File: src/sv/scene_transform_compose_defines.svh
// Assertion macros for the scene transform composer.
// Taken in by the top level; no other dependencies.
`ifndef SCENE_TRANSFORM_COMPOSE_DEFINES_SVH
`define SCENE_TRANSFORM_COMPOSE_DEFINES_SVH

// Consequent must hold in the same cycle as the antecedent.
`define STC_ASSERT_NOW(lbl, clk, rst_n, ante, cons, msg) \
    lbl: assert property (@(posedge clk) disable iff (!(rst_n)) (ante) |-> (cons)) \
        else $error(msg);

// Consequent must hold in the cycle after the antecedent.
`define STC_ASSERT_NEXT(lbl, clk, rst_n, ante, cons, msg) \
    lbl: assert property (@(posedge clk) disable iff (!(rst_n)) (ante) |=> (cons)) \
        else $error(msg);

`endif

File: src/sv/stc_pkg.sv
// Shared widths, codes, step table and saturation helper for the
// scene transform composer. No dependencies.
package stc_pkg;

    localparam int QUAT_W     = 16;
    localparam int POS_W      = 32;
    localparam int SCALE_W    = 24;
    localparam int QUAT_FRAC  = QUAT_W - 2;
    localparam int SCALE_FRAC = 16;
    localparam int T_SHIFT    = QUAT_FRAC - 1;

    // Cross-product term width after its rounding shift
    localparam int T_W     = QUAT_W + POS_W + 1 - T_SHIFT;
    localparam int MUL_A_W = (SCALE_W > QUAT_W) ? SCALE_W : QUAT_W;
    localparam int MUL_B_W = (T_W > SCALE_W) ? T_W : SCALE_W;
    localparam int PROD_W  = ((QUAT_W + T_W) > (2 * SCALE_W)) ? (QUAT_W + T_W)
                                                             : (2 * SCALE_W);
    localparam int ACC_W   = PROD_W + 2;
    localparam int RND_W   = ACC_W + 1;
    localparam int SAT_W   = RND_W + 1;

    localparam int NUM_STEPS = 34;
    localparam int RUN_LAST  = NUM_STEPS + 1;
    localparam int CYC_W     = $clog2(RUN_LAST + 1);

    localparam logic signed [RND_W-1:0] HALF_QUAT  = RND_W'(1) << (QUAT_FRAC - 1);
    localparam logic signed [RND_W-1:0] HALF_T     = RND_W'(1) << (T_SHIFT - 1);
    localparam logic signed [RND_W-1:0] HALF_SCALE = RND_W'(1) << (SCALE_FRAC - 1);

    localparam logic signed [SAT_W-1:0] QUAT_MAX  =
        {{(SAT_W - QUAT_W + 1){1'b0}}, {(QUAT_W - 1){1'b1}}};
    localparam logic signed [SAT_W-1:0] POS_MAX   =
        {{(SAT_W - POS_W + 1){1'b0}}, {(POS_W - 1){1'b1}}};
    localparam logic signed [SAT_W-1:0] SCALE_MAX =
        {{(SAT_W - SCALE_W + 1){1'b0}}, {(SCALE_W - 1){1'b1}}};

    typedef enum logic [1:0] {
        CMD_LOAD    = 2'd0,
        CMD_COMPOSE = 2'd1,
        CMD_ROOT    = 2'd2
    } t_cmd;

    // Multiplier operand A: parent quaternion or parent scale
    typedef enum logic [2:0] {
        A_Q0, A_Q1, A_Q2, A_Q3, A_S0, A_S1, A_S2
    } t_asel;

    // Multiplier operand B: local quaternion, position, cross term or scale
    typedef enum logic [3:0] {
        B_Q0, B_Q1, B_Q2, B_Q3, B_V0, B_V1, B_V2, B_T0, B_T1, B_T2, B_S0, B_S1, B_S2
    } t_bsel;

    // What to do with a finished sum
    typedef enum logic [1:0] {
        FIN_ROT, FIN_TMP, FIN_SCL, FIN_POS
    } t_fin;

    typedef struct packed {
        t_asel      asel;
        t_bsel      bsel;
        logic       neg;
        logic       first;
        logic       last;
        t_fin       kind;
        logic [1:0] idx;
    } t_step;

    typedef struct packed {
        logic       valid;
        logic       neg;
        logic       first;
        logic       last;
        t_fin       kind;
        logic [1:0] idx;
    } t_mac_ctl;

    typedef struct packed {
        logic       valid;
        t_fin       kind;
        logic [1:0] idx;
    } t_fin_ctl;

    // Product schedule: Hamilton sums, cross terms, scales, then rotated terms.
    // Scales sit between the cross terms and their use to cover the MAC latency.
    function automatic t_step stc_step(input logic [CYC_W-1:0] s);
        t_step r;
        r = '{A_Q0, B_Q0, 1'b0, 1'b0, 1'b0, FIN_ROT, 2'd0};
        case (s)
            CYC_W'(0):  r = '{A_Q0, B_Q0, 1'b0, 1'b1, 1'b0, FIN_ROT, 2'd0};
            CYC_W'(1):  r = '{A_Q1, B_Q1, 1'b1, 1'b0, 1'b0, FIN_ROT, 2'd0};
            CYC_W'(2):  r = '{A_Q2, B_Q2, 1'b1, 1'b0, 1'b0, FIN_ROT, 2'd0};
            CYC_W'(3):  r = '{A_Q3, B_Q3, 1'b1, 1'b0, 1'b1, FIN_ROT, 2'd0};
            CYC_W'(4):  r = '{A_Q0, B_Q1, 1'b0, 1'b1, 1'b0, FIN_ROT, 2'd1};
            CYC_W'(5):  r = '{A_Q1, B_Q0, 1'b0, 1'b0, 1'b0, FIN_ROT, 2'd1};
            CYC_W'(6):  r = '{A_Q2, B_Q3, 1'b0, 1'b0, 1'b0, FIN_ROT, 2'd1};
            CYC_W'(7):  r = '{A_Q3, B_Q2, 1'b1, 1'b0, 1'b1, FIN_ROT, 2'd1};
            CYC_W'(8):  r = '{A_Q0, B_Q2, 1'b0, 1'b1, 1'b0, FIN_ROT, 2'd2};
            CYC_W'(9):  r = '{A_Q1, B_Q3, 1'b1, 1'b0, 1'b0, FIN_ROT, 2'd2};
            CYC_W'(10): r = '{A_Q2, B_Q0, 1'b0, 1'b0, 1'b0, FIN_ROT, 2'd2};
            CYC_W'(11): r = '{A_Q3, B_Q1, 1'b0, 1'b0, 1'b1, FIN_ROT, 2'd2};
            CYC_W'(12): r = '{A_Q0, B_Q3, 1'b0, 1'b1, 1'b0, FIN_ROT, 2'd3};
            CYC_W'(13): r = '{A_Q1, B_Q2, 1'b0, 1'b0, 1'b0, FIN_ROT, 2'd3};
            CYC_W'(14): r = '{A_Q2, B_Q1, 1'b1, 1'b0, 1'b0, FIN_ROT, 2'd3};
            CYC_W'(15): r = '{A_Q3, B_Q0, 1'b0, 1'b0, 1'b1, FIN_ROT, 2'd3};
            CYC_W'(16): r = '{A_Q2, B_V2, 1'b0, 1'b1, 1'b0, FIN_TMP, 2'd0};
            CYC_W'(17): r = '{A_Q3, B_V1, 1'b1, 1'b0, 1'b1, FIN_TMP, 2'd0};
            CYC_W'(18): r = '{A_Q3, B_V0, 1'b0, 1'b1, 1'b0, FIN_TMP, 2'd1};
            CYC_W'(19): r = '{A_Q1, B_V2, 1'b1, 1'b0, 1'b1, FIN_TMP, 2'd1};
            CYC_W'(20): r = '{A_Q1, B_V1, 1'b0, 1'b1, 1'b0, FIN_TMP, 2'd2};
            CYC_W'(21): r = '{A_Q2, B_V0, 1'b1, 1'b0, 1'b1, FIN_TMP, 2'd2};
            CYC_W'(22): r = '{A_S0, B_S0, 1'b0, 1'b1, 1'b1, FIN_SCL, 2'd0};
            CYC_W'(23): r = '{A_S1, B_S1, 1'b0, 1'b1, 1'b1, FIN_SCL, 2'd1};
            CYC_W'(24): r = '{A_S2, B_S2, 1'b0, 1'b1, 1'b1, FIN_SCL, 2'd2};
            CYC_W'(25): r = '{A_Q0, B_T0, 1'b0, 1'b1, 1'b0, FIN_POS, 2'd0};
            CYC_W'(26): r = '{A_Q2, B_T2, 1'b0, 1'b0, 1'b0, FIN_POS, 2'd0};
            CYC_W'(27): r = '{A_Q3, B_T1, 1'b1, 1'b0, 1'b1, FIN_POS, 2'd0};
            CYC_W'(28): r = '{A_Q0, B_T1, 1'b0, 1'b1, 1'b0, FIN_POS, 2'd1};
            CYC_W'(29): r = '{A_Q3, B_T0, 1'b0, 1'b0, 1'b0, FIN_POS, 2'd1};
            CYC_W'(30): r = '{A_Q1, B_T2, 1'b1, 1'b0, 1'b1, FIN_POS, 2'd1};
            CYC_W'(31): r = '{A_Q0, B_T2, 1'b0, 1'b1, 1'b0, FIN_POS, 2'd2};
            CYC_W'(32): r = '{A_Q1, B_T1, 1'b0, 1'b0, 1'b0, FIN_POS, 2'd2};
            CYC_W'(33): r = '{A_Q2, B_T0, 1'b1, 1'b0, 1'b1, FIN_POS, 2'd2};
            default:    r = '{A_Q0, B_Q0, 1'b0, 1'b0, 1'b0, FIN_ROT, 2'd0};
        endcase
        return r;
    endfunction

    // Clamp to [-(mx+1), mx]
    function automatic logic signed [SAT_W-1:0] sat_clip(
        input logic signed [SAT_W-1:0] x,
        input logic signed [SAT_W-1:0] mx
    );
        logic signed [SAT_W-1:0] r;
        if (x > mx) begin
            r = mx;
        end else if (x < ~mx) begin
            r = ~mx;
        end else begin
            r = x;
        end
        return r;
    endfunction

endpackage

File: src/sv/stc_in_if.sv
// Input channel of the scene transform composer: valid/ready plus one transform.
// Depends on stc_pkg.
interface stc_in_if import stc_pkg::*; ();
    logic                      valid;
    logic                      ready;
    logic [1:0]                cmd;
    logic signed [QUAT_W-1:0]  rot_w;
    logic signed [QUAT_W-1:0]  rot_x;
    logic signed [QUAT_W-1:0]  rot_y;
    logic signed [QUAT_W-1:0]  rot_z;
    logic signed [POS_W-1:0]   pos_x;
    logic signed [POS_W-1:0]   pos_y;
    logic signed [POS_W-1:0]   pos_z;
    logic signed [SCALE_W-1:0] scale_x;
    logic signed [SCALE_W-1:0] scale_y;
    logic signed [SCALE_W-1:0] scale_z;

    modport source (
        output valid, cmd, rot_w, rot_x, rot_y, rot_z,
               pos_x, pos_y, pos_z, scale_x, scale_y, scale_z,
        input  ready
    );
    modport sink (
        input  valid, cmd, rot_w, rot_x, rot_y, rot_z,
               pos_x, pos_y, pos_z, scale_x, scale_y, scale_z,
        output ready
    );
endinterface

File: src/sv/stc_out_if.sv
// Output channel of the scene transform composer: valid/ready plus one world
// transform. Depends on stc_pkg.
interface stc_out_if import stc_pkg::*; ();
    logic                      valid;
    logic                      ready;
    logic signed [QUAT_W-1:0]  out_rot_w;
    logic signed [QUAT_W-1:0]  out_rot_x;
    logic signed [QUAT_W-1:0]  out_rot_y;
    logic signed [QUAT_W-1:0]  out_rot_z;
    logic signed [POS_W-1:0]   out_pos_x;
    logic signed [POS_W-1:0]   out_pos_y;
    logic signed [POS_W-1:0]   out_pos_z;
    logic signed [SCALE_W-1:0] out_scale_x;
    logic signed [SCALE_W-1:0] out_scale_y;
    logic signed [SCALE_W-1:0] out_scale_z;

    modport source (
        output valid, out_rot_w, out_rot_x, out_rot_y, out_rot_z,
               out_pos_x, out_pos_y, out_pos_z, out_scale_x, out_scale_y, out_scale_z,
        input  ready
    );
    modport sink (
        input  valid, out_rot_w, out_rot_x, out_rot_y, out_rot_z,
               out_pos_x, out_pos_y, out_pos_z, out_scale_x, out_scale_y, out_scale_z,
        output ready
    );
endinterface

File: src/sv/stc_mac.sv
// Shared multiply-accumulate unit: registered product, then signed accumulate.
// Depends on stc_pkg for widths and control structs.
module stc_mac import stc_pkg::*; (
    input  logic                     i_clk,
    input  logic                     i_rst_n,
    input  logic signed [MUL_A_W-1:0] i_a,
    input  logic signed [MUL_B_W-1:0] i_b,
    input  t_mac_ctl                 i_ctl,
    output logic signed [ACC_W-1:0]  o_acc,
    output t_fin_ctl                 o_fin
);

    logic signed [MUL_A_W+MUL_B_W-1:0] w_full;
    logic signed [PROD_W-1:0]          r_prod;
    t_mac_ctl                          r_pctl;
    logic signed [ACC_W-1:0]           r_acc;
    logic signed [ACC_W-1:0]           n_acc;
    logic signed [ACC_W-1:0]           w_base;
    logic signed [ACC_W-1:0]           w_prod_x;
    t_fin_ctl                          r_fin;

    assign w_full = i_a * i_b;

    always_comb begin
        w_prod_x = ACC_W'(r_prod);
        w_base   = r_pctl.first ? '0 : r_acc;
        n_acc    = r_pctl.neg ? (w_base - w_prod_x) : (w_base + w_prod_x);
    end

    always_ff @(posedge i_clk) begin
        // operand values never use the top bits of the full product
        r_prod <= w_full[PROD_W-1:0];
        if (r_pctl.valid) begin
            r_acc <= n_acc;
        end
    end

    always_ff @(posedge i_clk) begin
        if (!i_rst_n) begin
            r_pctl <= '0;
            r_fin  <= '0;
        end else begin
            r_pctl      <= i_ctl;
            r_fin.valid <= r_pctl.valid && r_pctl.last;
            r_fin.kind  <= r_pctl.kind;
            r_fin.idx   <= r_pctl.idx;
        end
    end

    assign o_acc = r_acc;
    assign o_fin = r_fin;

endmodule

File: src/sv/scene_transform_compose.sv
// Top level of the scene transform composer: parent state, sequencer, result
// registers. Depends on stc_pkg, stc_in_if, stc_out_if, stc_mac and the defines header.
//
// Each transfer on i_in carries a command and one transform. Load (cmd 0) stores
// the transform as the parent world transform and gives no result; an undefined
// command is dropped. Root (cmd 2) copies the input to the result register. Compose
// (cmd 1) runs 34 products through a single 24x36 multiplier with an accumulator
// behind it, one product a cycle: 16 for the Hamilton product, 6 for the cross
// term, 3 for scale, 9 for the rotated position. The input is ready again the
// cycle after the result is taken, so no new transfer is accepted while a compose
// runs or a result waits. Compose results are rounded half up and saturated to
// their field widths. The parent resets to the identity transform with unit scale.
`include "scene_transform_compose_defines.svh"

module scene_transform_compose import stc_pkg::*; (
    input  logic          i_clk,
    input  logic          i_rst_n,
    stc_in_if.sink        i_in,
    stc_out_if.source     o_out
);

    typedef enum logic [2:0] {
        S_IDLE = 3'b001,
        S_RUN  = 3'b010,
        S_DONE = 3'b100
    } t_state;

    t_state                    r_state;
    t_state                    n_state;
    logic [CYC_W-1:0]          r_cyc;
    logic [CYC_W-1:0]          n_cyc;

    logic signed [QUAT_W-1:0]  r_par_rot [0:3];
    logic signed [POS_W-1:0]   r_par_pos [0:2];
    logic signed [SCALE_W-1:0] r_par_scl [0:2];

    logic signed [QUAT_W-1:0]  r_q [0:3];
    logic signed [POS_W-1:0]   r_v [0:2];
    logic signed [SCALE_W-1:0] r_s [0:2];
    logic signed [T_W-1:0]     r_t [0:2];

    logic signed [QUAT_W-1:0]  r_res_rot [0:3];
    logic signed [POS_W-1:0]   r_res_pos [0:2];
    logic signed [SCALE_W-1:0] r_res_scl [0:2];

    logic                      w_in_xfer;
    logic                      w_out_xfer;
    t_step                     w_step;
    t_mac_ctl                  w_ctl;
    logic signed [MUL_A_W-1:0] w_a;
    logic signed [MUL_B_W-1:0] w_b;
    logic signed [ACC_W-1:0]   w_acc;
    t_fin_ctl                  w_fin;

    logic signed [RND_W-1:0]   w_acc_x;
    logic signed [RND_W-1:0]   w_half;
    logic signed [RND_W-1:0]   w_sum;
    logic signed [RND_W-1:0]   w_rnd;
    logic signed [SAT_W-1:0]   w_rnd_x;
    logic signed [SAT_W-1:0]   w_pos;

    assign w_in_xfer  = i_in.valid && i_in.ready;
    assign w_out_xfer = o_out.valid && o_out.ready;
    assign i_in.ready = (r_state == S_IDLE);
    assign o_out.valid = (r_state == S_DONE);

    // Sequencer
    always_comb begin
        n_state = r_state;
        n_cyc   = r_cyc;
        unique case (r_state)
            S_IDLE: begin
                if (w_in_xfer) begin
                    unique case (i_in.cmd)
                        CMD_COMPOSE: begin
                            n_state = S_RUN;
                            n_cyc   = '0;
                        end
                        CMD_ROOT: n_state = S_DONE;
                        default:  n_state = S_IDLE;
                    endcase
                end
            end
            S_RUN: begin
                n_cyc = r_cyc + CYC_W'(1);
                if (r_cyc == CYC_W'(RUN_LAST)) begin
                    n_state = S_DONE;
                end
            end
            S_DONE: begin
                if (w_out_xfer) begin
                    n_state = S_IDLE;
                end
            end
            default: n_state = S_IDLE;
        endcase
    end

    // Issue one product a cycle
    always_comb begin
        w_step      = stc_step(r_cyc);
        w_ctl.valid = (r_state == S_RUN) && (r_cyc < CYC_W'(NUM_STEPS));
        w_ctl.neg   = w_step.neg;
        w_ctl.first = w_step.first;
        w_ctl.last  = w_step.last;
        w_ctl.kind  = w_step.kind;
        w_ctl.idx   = w_step.idx;

        unique case (w_step.asel)
            A_Q0:    w_a = MUL_A_W'(r_par_rot[0]);
            A_Q1:    w_a = MUL_A_W'(r_par_rot[1]);
            A_Q2:    w_a = MUL_A_W'(r_par_rot[2]);
            A_Q3:    w_a = MUL_A_W'(r_par_rot[3]);
            A_S0:    w_a = MUL_A_W'(r_par_scl[0]);
            A_S1:    w_a = MUL_A_W'(r_par_scl[1]);
            A_S2:    w_a = MUL_A_W'(r_par_scl[2]);
            default: w_a = '0;
        endcase

        unique case (w_step.bsel)
            B_Q0:    w_b = MUL_B_W'(r_q[0]);
            B_Q1:    w_b = MUL_B_W'(r_q[1]);
            B_Q2:    w_b = MUL_B_W'(r_q[2]);
            B_Q3:    w_b = MUL_B_W'(r_q[3]);
            B_V0:    w_b = MUL_B_W'(r_v[0]);
            B_V1:    w_b = MUL_B_W'(r_v[1]);
            B_V2:    w_b = MUL_B_W'(r_v[2]);
            B_T0:    w_b = MUL_B_W'(r_t[0]);
            B_T1:    w_b = MUL_B_W'(r_t[1]);
            B_T2:    w_b = MUL_B_W'(r_t[2]);
            B_S0:    w_b = MUL_B_W'(r_s[0]);
            B_S1:    w_b = MUL_B_W'(r_s[1]);
            B_S2:    w_b = MUL_B_W'(r_s[2]);
            default: w_b = '0;
        endcase
    end

    stc_mac u_mac (
        .i_clk   (i_clk),
        .i_rst_n (i_rst_n),
        .i_a     (w_a),
        .i_b     (w_b),
        .i_ctl   (w_ctl),
        .o_acc   (w_acc),
        .o_fin   (w_fin)
    );

    // Round half up, then shift down to the result's fraction; a position sum also adds the parent and local position
    always_comb begin
        w_acc_x = RND_W'(w_acc);
        case (w_fin.kind)
            FIN_TMP: w_half = HALF_T;
            FIN_SCL: w_half = HALF_SCALE;
            default: w_half = HALF_QUAT;
        endcase
        w_sum = w_acc_x + w_half;
        case (w_fin.kind)
            FIN_TMP: w_rnd = w_sum >>> T_SHIFT;
            FIN_SCL: w_rnd = w_sum >>> SCALE_FRAC;
            default: w_rnd = w_sum >>> QUAT_FRAC;
        endcase
        w_rnd_x = SAT_W'(w_rnd);
        w_pos   = w_rnd_x + SAT_W'(r_par_pos[w_fin.idx]) + SAT_W'(r_v[w_fin.idx]);
    end

    // Control and parent state
    always_ff @(posedge i_clk) begin
        if (!i_rst_n) begin
            r_state      <= S_IDLE;
            r_cyc        <= '0;
            r_par_rot[0] <= QUAT_W'(1) << QUAT_FRAC;
            r_par_rot[1] <= '0;
            r_par_rot[2] <= '0;
            r_par_rot[3] <= '0;
            for (int i = 0; i < 3; i++) begin
                r_par_pos[i] <= '0;
                r_par_scl[i] <= SCALE_W'(1) << SCALE_FRAC;
            end
        end else begin
            r_state <= n_state;
            r_cyc   <= n_cyc;
            if (w_in_xfer && (i_in.cmd == CMD_LOAD)) begin
                r_par_rot[0] <= i_in.rot_w;
                r_par_rot[1] <= i_in.rot_x;
                r_par_rot[2] <= i_in.rot_y;
                r_par_rot[3] <= i_in.rot_z;
                r_par_pos[0] <= i_in.pos_x;
                r_par_pos[1] <= i_in.pos_y;
                r_par_pos[2] <= i_in.pos_z;
                r_par_scl[0] <= i_in.scale_x;
                r_par_scl[1] <= i_in.scale_y;
                r_par_scl[2] <= i_in.scale_z;
            end
        end
    end

    // Operand, cross-term and result registers
    always_ff @(posedge i_clk) begin
        if (w_in_xfer && (i_in.cmd == CMD_COMPOSE)) begin
            r_q[0] <= i_in.rot_w;
            r_q[1] <= i_in.rot_x;
            r_q[2] <= i_in.rot_y;
            r_q[3] <= i_in.rot_z;
            r_v[0] <= i_in.pos_x;
            r_v[1] <= i_in.pos_y;
            r_v[2] <= i_in.pos_z;
            r_s[0] <= i_in.scale_x;
            r_s[1] <= i_in.scale_y;
            r_s[2] <= i_in.scale_z;
        end
        if (w_in_xfer && (i_in.cmd == CMD_ROOT)) begin
            r_res_rot[0] <= i_in.rot_w;
            r_res_rot[1] <= i_in.rot_x;
            r_res_rot[2] <= i_in.rot_y;
            r_res_rot[3] <= i_in.rot_z;
            r_res_pos[0] <= i_in.pos_x;
            r_res_pos[1] <= i_in.pos_y;
            r_res_pos[2] <= i_in.pos_z;
            r_res_scl[0] <= i_in.scale_x;
            r_res_scl[1] <= i_in.scale_y;
            r_res_scl[2] <= i_in.scale_z;
        end
        if (w_fin.valid) begin
            case (w_fin.kind)
                FIN_ROT: r_res_rot[w_fin.idx] <= QUAT_W'(sat_clip(w_rnd_x, QUAT_MAX));
                FIN_TMP: r_t[w_fin.idx]       <= T_W'(w_rnd);
                FIN_SCL: r_res_scl[w_fin.idx] <= SCALE_W'(sat_clip(w_rnd_x, SCALE_MAX));
                default: r_res_pos[w_fin.idx] <= POS_W'(sat_clip(w_pos, POS_MAX));
            endcase
        end
    end

    assign o_out.out_rot_w   = r_res_rot[0];
    assign o_out.out_rot_x   = r_res_rot[1];
    assign o_out.out_rot_y   = r_res_rot[2];
    assign o_out.out_rot_z   = r_res_rot[3];
    assign o_out.out_pos_x   = r_res_pos[0];
    assign o_out.out_pos_y   = r_res_pos[1];
    assign o_out.out_pos_z   = r_res_pos[2];
    assign o_out.out_scale_x = r_res_scl[0];
    assign o_out.out_scale_y = r_res_scl[1];
    assign o_out.out_scale_z = r_res_scl[2];

    `STC_ASSERT_NOW(a_fin_in_run, i_clk, i_rst_n, w_fin.valid, r_state == S_RUN, "finished sum outside a compose run")
    `STC_ASSERT_NEXT(a_run_end, i_clk, i_rst_n, (r_state == S_RUN) && (r_cyc == CYC_W'(RUN_LAST)), r_state == S_DONE, "compose run did not end with a result")
    `STC_ASSERT_NEXT(a_compose_start, i_clk, i_rst_n, w_in_xfer && (i_in.cmd == CMD_COMPOSE), (r_state == S_RUN) && (r_cyc == '0), "compose transfer did not start a run")

endmodule

File: src/flat_wrapper.sv
// flat-port wrapper written by rule: the top's interface ports become plain ports
module scene_transform_compose_flat import stc_pkg::*;
  (i_clk, i_rst_n, i_in_valid, i_in_cmd, i_in_rot_w, i_in_rot_x, i_in_rot_y, i_in_rot_z, i_in_pos_x, i_in_pos_y, i_in_pos_z, i_in_scale_x, i_in_scale_y, i_in_scale_z, i_in_ready, o_out_valid, o_out_out_rot_w, o_out_out_rot_x, o_out_out_rot_y, o_out_out_rot_z, o_out_out_pos_x, o_out_out_pos_y, o_out_out_pos_z, o_out_out_scale_x, o_out_out_scale_y, o_out_out_scale_z, o_out_ready);
  stc_in_if i_in_i ();
  stc_out_if o_out_i ();
  input  logic i_clk;
  input  logic i_rst_n;
  input wire logic [$bits(i_in_i.valid)-1:0] i_in_valid;
  input wire logic [$bits(i_in_i.cmd)-1:0] i_in_cmd;
  input wire logic [$bits(i_in_i.rot_w)-1:0] i_in_rot_w;
  input wire logic [$bits(i_in_i.rot_x)-1:0] i_in_rot_x;
  input wire logic [$bits(i_in_i.rot_y)-1:0] i_in_rot_y;
  input wire logic [$bits(i_in_i.rot_z)-1:0] i_in_rot_z;
  input wire logic [$bits(i_in_i.pos_x)-1:0] i_in_pos_x;
  input wire logic [$bits(i_in_i.pos_y)-1:0] i_in_pos_y;
  input wire logic [$bits(i_in_i.pos_z)-1:0] i_in_pos_z;
  input wire logic [$bits(i_in_i.scale_x)-1:0] i_in_scale_x;
  input wire logic [$bits(i_in_i.scale_y)-1:0] i_in_scale_y;
  input wire logic [$bits(i_in_i.scale_z)-1:0] i_in_scale_z;
  output wire logic [$bits(i_in_i.ready)-1:0] i_in_ready;
  output wire logic [$bits(o_out_i.valid)-1:0] o_out_valid;
  output wire logic [$bits(o_out_i.out_rot_w)-1:0] o_out_out_rot_w;
  output wire logic [$bits(o_out_i.out_rot_x)-1:0] o_out_out_rot_x;
  output wire logic [$bits(o_out_i.out_rot_y)-1:0] o_out_out_rot_y;
  output wire logic [$bits(o_out_i.out_rot_z)-1:0] o_out_out_rot_z;
  output wire logic [$bits(o_out_i.out_pos_x)-1:0] o_out_out_pos_x;
  output wire logic [$bits(o_out_i.out_pos_y)-1:0] o_out_out_pos_y;
  output wire logic [$bits(o_out_i.out_pos_z)-1:0] o_out_out_pos_z;
  output wire logic [$bits(o_out_i.out_scale_x)-1:0] o_out_out_scale_x;
  output wire logic [$bits(o_out_i.out_scale_y)-1:0] o_out_out_scale_y;
  output wire logic [$bits(o_out_i.out_scale_z)-1:0] o_out_out_scale_z;
  input wire logic [$bits(o_out_i.ready)-1:0] o_out_ready;
  assign i_in_i.valid = i_in_valid;
  assign i_in_i.cmd = i_in_cmd;
  assign i_in_i.rot_w = i_in_rot_w;
  assign i_in_i.rot_x = i_in_rot_x;
  assign i_in_i.rot_y = i_in_rot_y;
  assign i_in_i.rot_z = i_in_rot_z;
  assign i_in_i.pos_x = i_in_pos_x;
  assign i_in_i.pos_y = i_in_pos_y;
  assign i_in_i.pos_z = i_in_pos_z;
  assign i_in_i.scale_x = i_in_scale_x;
  assign i_in_i.scale_y = i_in_scale_y;
  assign i_in_i.scale_z = i_in_scale_z;
  assign i_in_ready = i_in_i.ready;
  assign o_out_valid = o_out_i.valid;
  assign o_out_out_rot_w = o_out_i.out_rot_w;
  assign o_out_out_rot_x = o_out_i.out_rot_x;
  assign o_out_out_rot_y = o_out_i.out_rot_y;
  assign o_out_out_rot_z = o_out_i.out_rot_z;
  assign o_out_out_pos_x = o_out_i.out_pos_x;
  assign o_out_out_pos_y = o_out_i.out_pos_y;
  assign o_out_out_pos_z = o_out_i.out_pos_z;
  assign o_out_out_scale_x = o_out_i.out_scale_x;
  assign o_out_out_scale_y = o_out_i.out_scale_y;
  assign o_out_out_scale_z = o_out_i.out_scale_z;
  assign o_out_i.ready = o_out_ready;
  scene_transform_compose u_core (.i_clk(i_clk), .i_rst_n(i_rst_n), .i_in(i_in_i), .o_out(o_out_i));
endmodule
File: config.mk
export PLATFORM = sky130hd
export DESIGN_NAME = scene_transform_compose_flat
export DESIGN_NICKNAME = d
export VERILOG_FILES = /design/src/sv/stc_pkg.sv /design/src/sv/stc_in_if.sv /design/src/sv/stc_out_if.sv /design/src/sv/stc_mac.sv /design/src/sv/scene_transform_compose.sv /design/src/flat_wrapper.sv
export VERILOG_INCLUDE_DIRS = /design/src /design/src/sv
export SDC_FILE = /design/constraint.sdc
export NUM_CORES = 2
export LEC_CHECK = 0
export BUFFER_PORTS_ARGS = -buffer_cell sky130_fd_sc_hd__buf_2
export CAP_MARGIN = 20
export CORE_MARGIN = 2
export CORE_UTILIZATION = 40
export CTS_CLUSTER_DIAMETER = 40
export CTS_CLUSTER_SIZE = 8
export DETAILED_ROUTE_END_ITERATION = 16
export PLACE_DENSITY = 0.59
export SLEW_MARGIN = 5
export SYNTH_ARGS = -nofsm -noshare
export SYNTH_HDL_FRONTEND = slang
export SYNTH_SLANG_ARGS = --single-unit
File: constraint.sdc
create_clock -name i_clk -period 8.58 [get_ports i_clk]
set_clock_uncertainty 0.15 [all_clocks]
set_input_delay 1.287 -clock i_clk [delete_from_list [all_inputs] [get_ports i_clk]]
set_output_delay 1.287 -clock i_clk [all_outputs]
set_load 0.02 [all_outputs]
==> flow_summary.json <==
{
  "h-tree-depth": 4,
  "fmax_mhz": 117.2,
  "yosys_register_bits": 946,
  "drcViolationCount": 0,
  "hold_violations": 0,
  "r2r_start": "u_core.w_step[9]",
  "hold_end": "u_core.u_mac.r_pctl[5]",
  "hpwl_mm": 224.7,
  "final_common_cell": "inv_1",
  "die_h_um": 435.4,
  "end_kind": "register",
  "start_kind": "register",
  "drv_slew": 0,
  "vias": 59430,
  "critPathRequiredTime_ns": 9.12,
  "hold_start": "u_core.w_step[5]",
  "hold_class": "register to register",
  "cpMostUsedCell": "fa_1",
  "status": "finished, final reports clean",
  "tightestPinTransition_ns": 1.151,
  "ys_seq_area_share_pct": 36.98,
  "fill_cells": 17120,
  "drive_gt1_share_pct": 20.69,
  "ant_nets": 0,
  "nNetsFinal": 9506,
  "grt_pass1_wl_mm": 409.0,
  "cpPeakStageDelay_ns": 0.54,
  "min_path_cells": 1,
  "coreArea_mm2": 0.1852,
  "fp-row-count": 158,
  "setup_tns_ns": 0,
  "crit_fanout": 7,
  "r2r-end": "u_core.u_mac.r_prod[37]",
  "grt_pass1_vias": 59700,
  "die-area_mm2": 0.1895,
  "synth_cell_types": 89,
  "insertion_delay_ns": 0.80,
  "wl_per_cell_um": 26.30,
  "syn-cell-area_mm2": 0.07443,
  "synthFlopType": "edfxtp_1",
  "vdd_drop_max_v": 0.001025,
  "total_power_mw": 42.46,
  "fin_crit_sh_pct": 99.47,
  "dp_cells": 10440,
  "viasPerCell": 5.533,
  "rsz0062_at_grt": "true",
  "cp_slowest_cell": "fa_1",
  "gp_congestion": 0.9787,
  "syn_to_final_growth_pct": 21.87,
  "reg2reg_setup_slack_ns": 0.05,
  "grt_max_degree": 188,
  "grtUsageTotal_pct": 29.40,
  "clk_path_buf_depth": 3,
  "grt-ovfl-total": 0,
  "clock_sinks": 946,
  "final.min_clock_period_ns": 8.534,
  "antenna_found_initial": 31,
  "start_util_pct": 40.18,
  "p_per_area_mw_per_mm2": 468.1,
  "max-cap-violations": 0,
  "cts-buffers-inserted": 155,
  "synth_edf_count": 858,
  "synth_cells": 7244,
  "r2r_cells": 35,
  "avgSynthCellArea_um2": 10.28,
  "stdcell_count": 10740,
  "p_leak_nw": 38.89,
  "syn-num-nets": 8571,
  "die_x_um": 435.4,
  "first_pass_iters": 7,
  "cts-root-buf": "clkbuf_16",
  "setup_viol": 0,
  "path_clk_slew_ns": 0.05,
  "slew_headroom_pct": 22.45,
  "final_cell_mix": "inv_1, nand2_1, edfxtp_1",
  "cts_hold_buf": 0,
  "crit_type": "register to register",
  "final_util_pct": 48.97,
  "tritoncts": "built",
  "io_buffers": 471,
  "critPathArrivalTime_ns": 9.07,
  "async_flop_share_pct": 0,
  "ioPinCount": 472,
  "synth_warnings": 0,
  "drt-total-wl_mm": 282.5,
  "placed_area_mm2": 0.08432,
  "final_area_mm2": 0.09071,
  "drtIter0Drc": 6089
}
==> worst max-delay path: cells and delay by family, from the launching register on <==
kind            cells  cell delay [ns]
xor+xnor            1             0.14
compound gates     11             2.16
buf+inv            11             1.17
fa+ha+maj           8             3.83
flops               1             0.37
simple gates        4             0.59
==> layer usage <==
metal	part of all wire [%]	vias to the layer above	GRT usage, %
li1	-	25880	-
met1	40	30020	38.73
met4	5.5	34	14.47
met5	0.096	-	0.2520
met2	46	2899	45.92
met3	8.7	598	6.384
==> kinds of logic after synthesis <==
logic type	synth area share, %
adders and majority gates	26.63
AOI/OAI and AO/OA	9.745
buffers and inverters	7.186
DFF	36.98
xor gates and xnor gates	2.659
and+or+nand+nor	14.37
muxes	2.431
==> worst max path at each step <==
stage | end | slack [ns] | cells past startpoint | start
after CTS | u_core.u_mac.r_prod[29] | -0.01 | 35 | u_core.w_step[9]
after floorplan | u_core.u_mac.r_prod[51] | 0.002 | 34 | u_core.w_step[9]
after global routing | u_core.u_mac.r_prod[37] | -0.21 | 36 | u_core.w_step[9]
after detailed placement | u_core.u_mac.r_prod[51] | -0.69 | 34 | u_core.w_step[7]
after global placement | u_core.u_mac.r_prod[51] | -0.58 | 34 | u_core.w_step[7]
final | u_core.u_mac.r_prod[37] | 0.05 | 35 | u_core.w_step[9]
==> metrics by stage <==
step	hold WS (ns)	setup WS [ns]
floorplan	0.2619	0.002389
global placement	0.2681	-0.5845
detailed placement	0.2690	-0.6886
CTS	0.2860	-0.009879
global route	0.2974	-0.2149
finish	0.2844	0.04556
==> flip-flops by register name, indices dropped and copies added, names as in the netlist, 5 cells and up <==
register / count
u_core.r_t: 108
u_core.r_par_pos: 96
u_core.r_res_pos: 96
u_core.r_v: 96
u_core.r_par_scl: 72
u_core.r_res_scl: 72
u_core.r_s: 72
u_core.r_par_rot: 64
u_core.r_q: 64
u_core.r_res_rot: 64
u_core.u_mac.o_acc: 54
u_core.u_mac.r_prod: 52
u_core.w_step: 14
u_core.u_mac.r_pctl: 8
u_core.r_cyc: 6
u_core.u_mac.o_fin: 5
==> power by group <==
group / leakage (nW) / internal (mW) / total (mW) / switching [mW]
registers: 8.85 / 5.70 / 5.92 / 0.221
logic: 27.8 / 14.1 / 30.8 / 16.7
clock network: 2.25 / 3.53 / 5.75 / 2.21
==> timing repair <==
| action | 4_1_cts | 5_1_grt |
|---|---|---|
| pin swaps | 49 | 199 |
| setup buffers | 8 | 56 |
| gates cloned | 0 | 5 |
| resized for setup | 78 | 217 |
| endpoints found under the setup margin | 23 | 108 |
==> layout make-up <==
type                            count  area, µm²  area share [%]
Inverter                         1053       3963           4.368
Sequential cell                   946      27560           30.38
Clock buffer                      186       4133           4.556
Tap cell                         2480       3103           3.421
Timing Repair Buffer             1139       8673           9.561
Multi-Input combinational cell   4884      42740           47.12
Antenna cell                       12      30.03         0.03310
Clock inverter                     41      508.0          0.5600
==> cell usage after synthesis (122+ instances only) <==
cell type / number / area [µm²]
nand2_1: 895 / 3359
ha_1: 264 / 3303
nor2_1: 505 / 1896
xnor2_1: 184 / 1612
edfxtp_1: 858 / 25760
o21ai_0: 221 / 1106
and2_1: 382 / 2390
clkbuf_1: 334 / 1254
inv_1: 1052 / 3949
fa_1: 825 / 16520
a21oi_1: 367 / 1837
a22oi_1: 122 / 915.9
(Power assumes the default switching activity.)
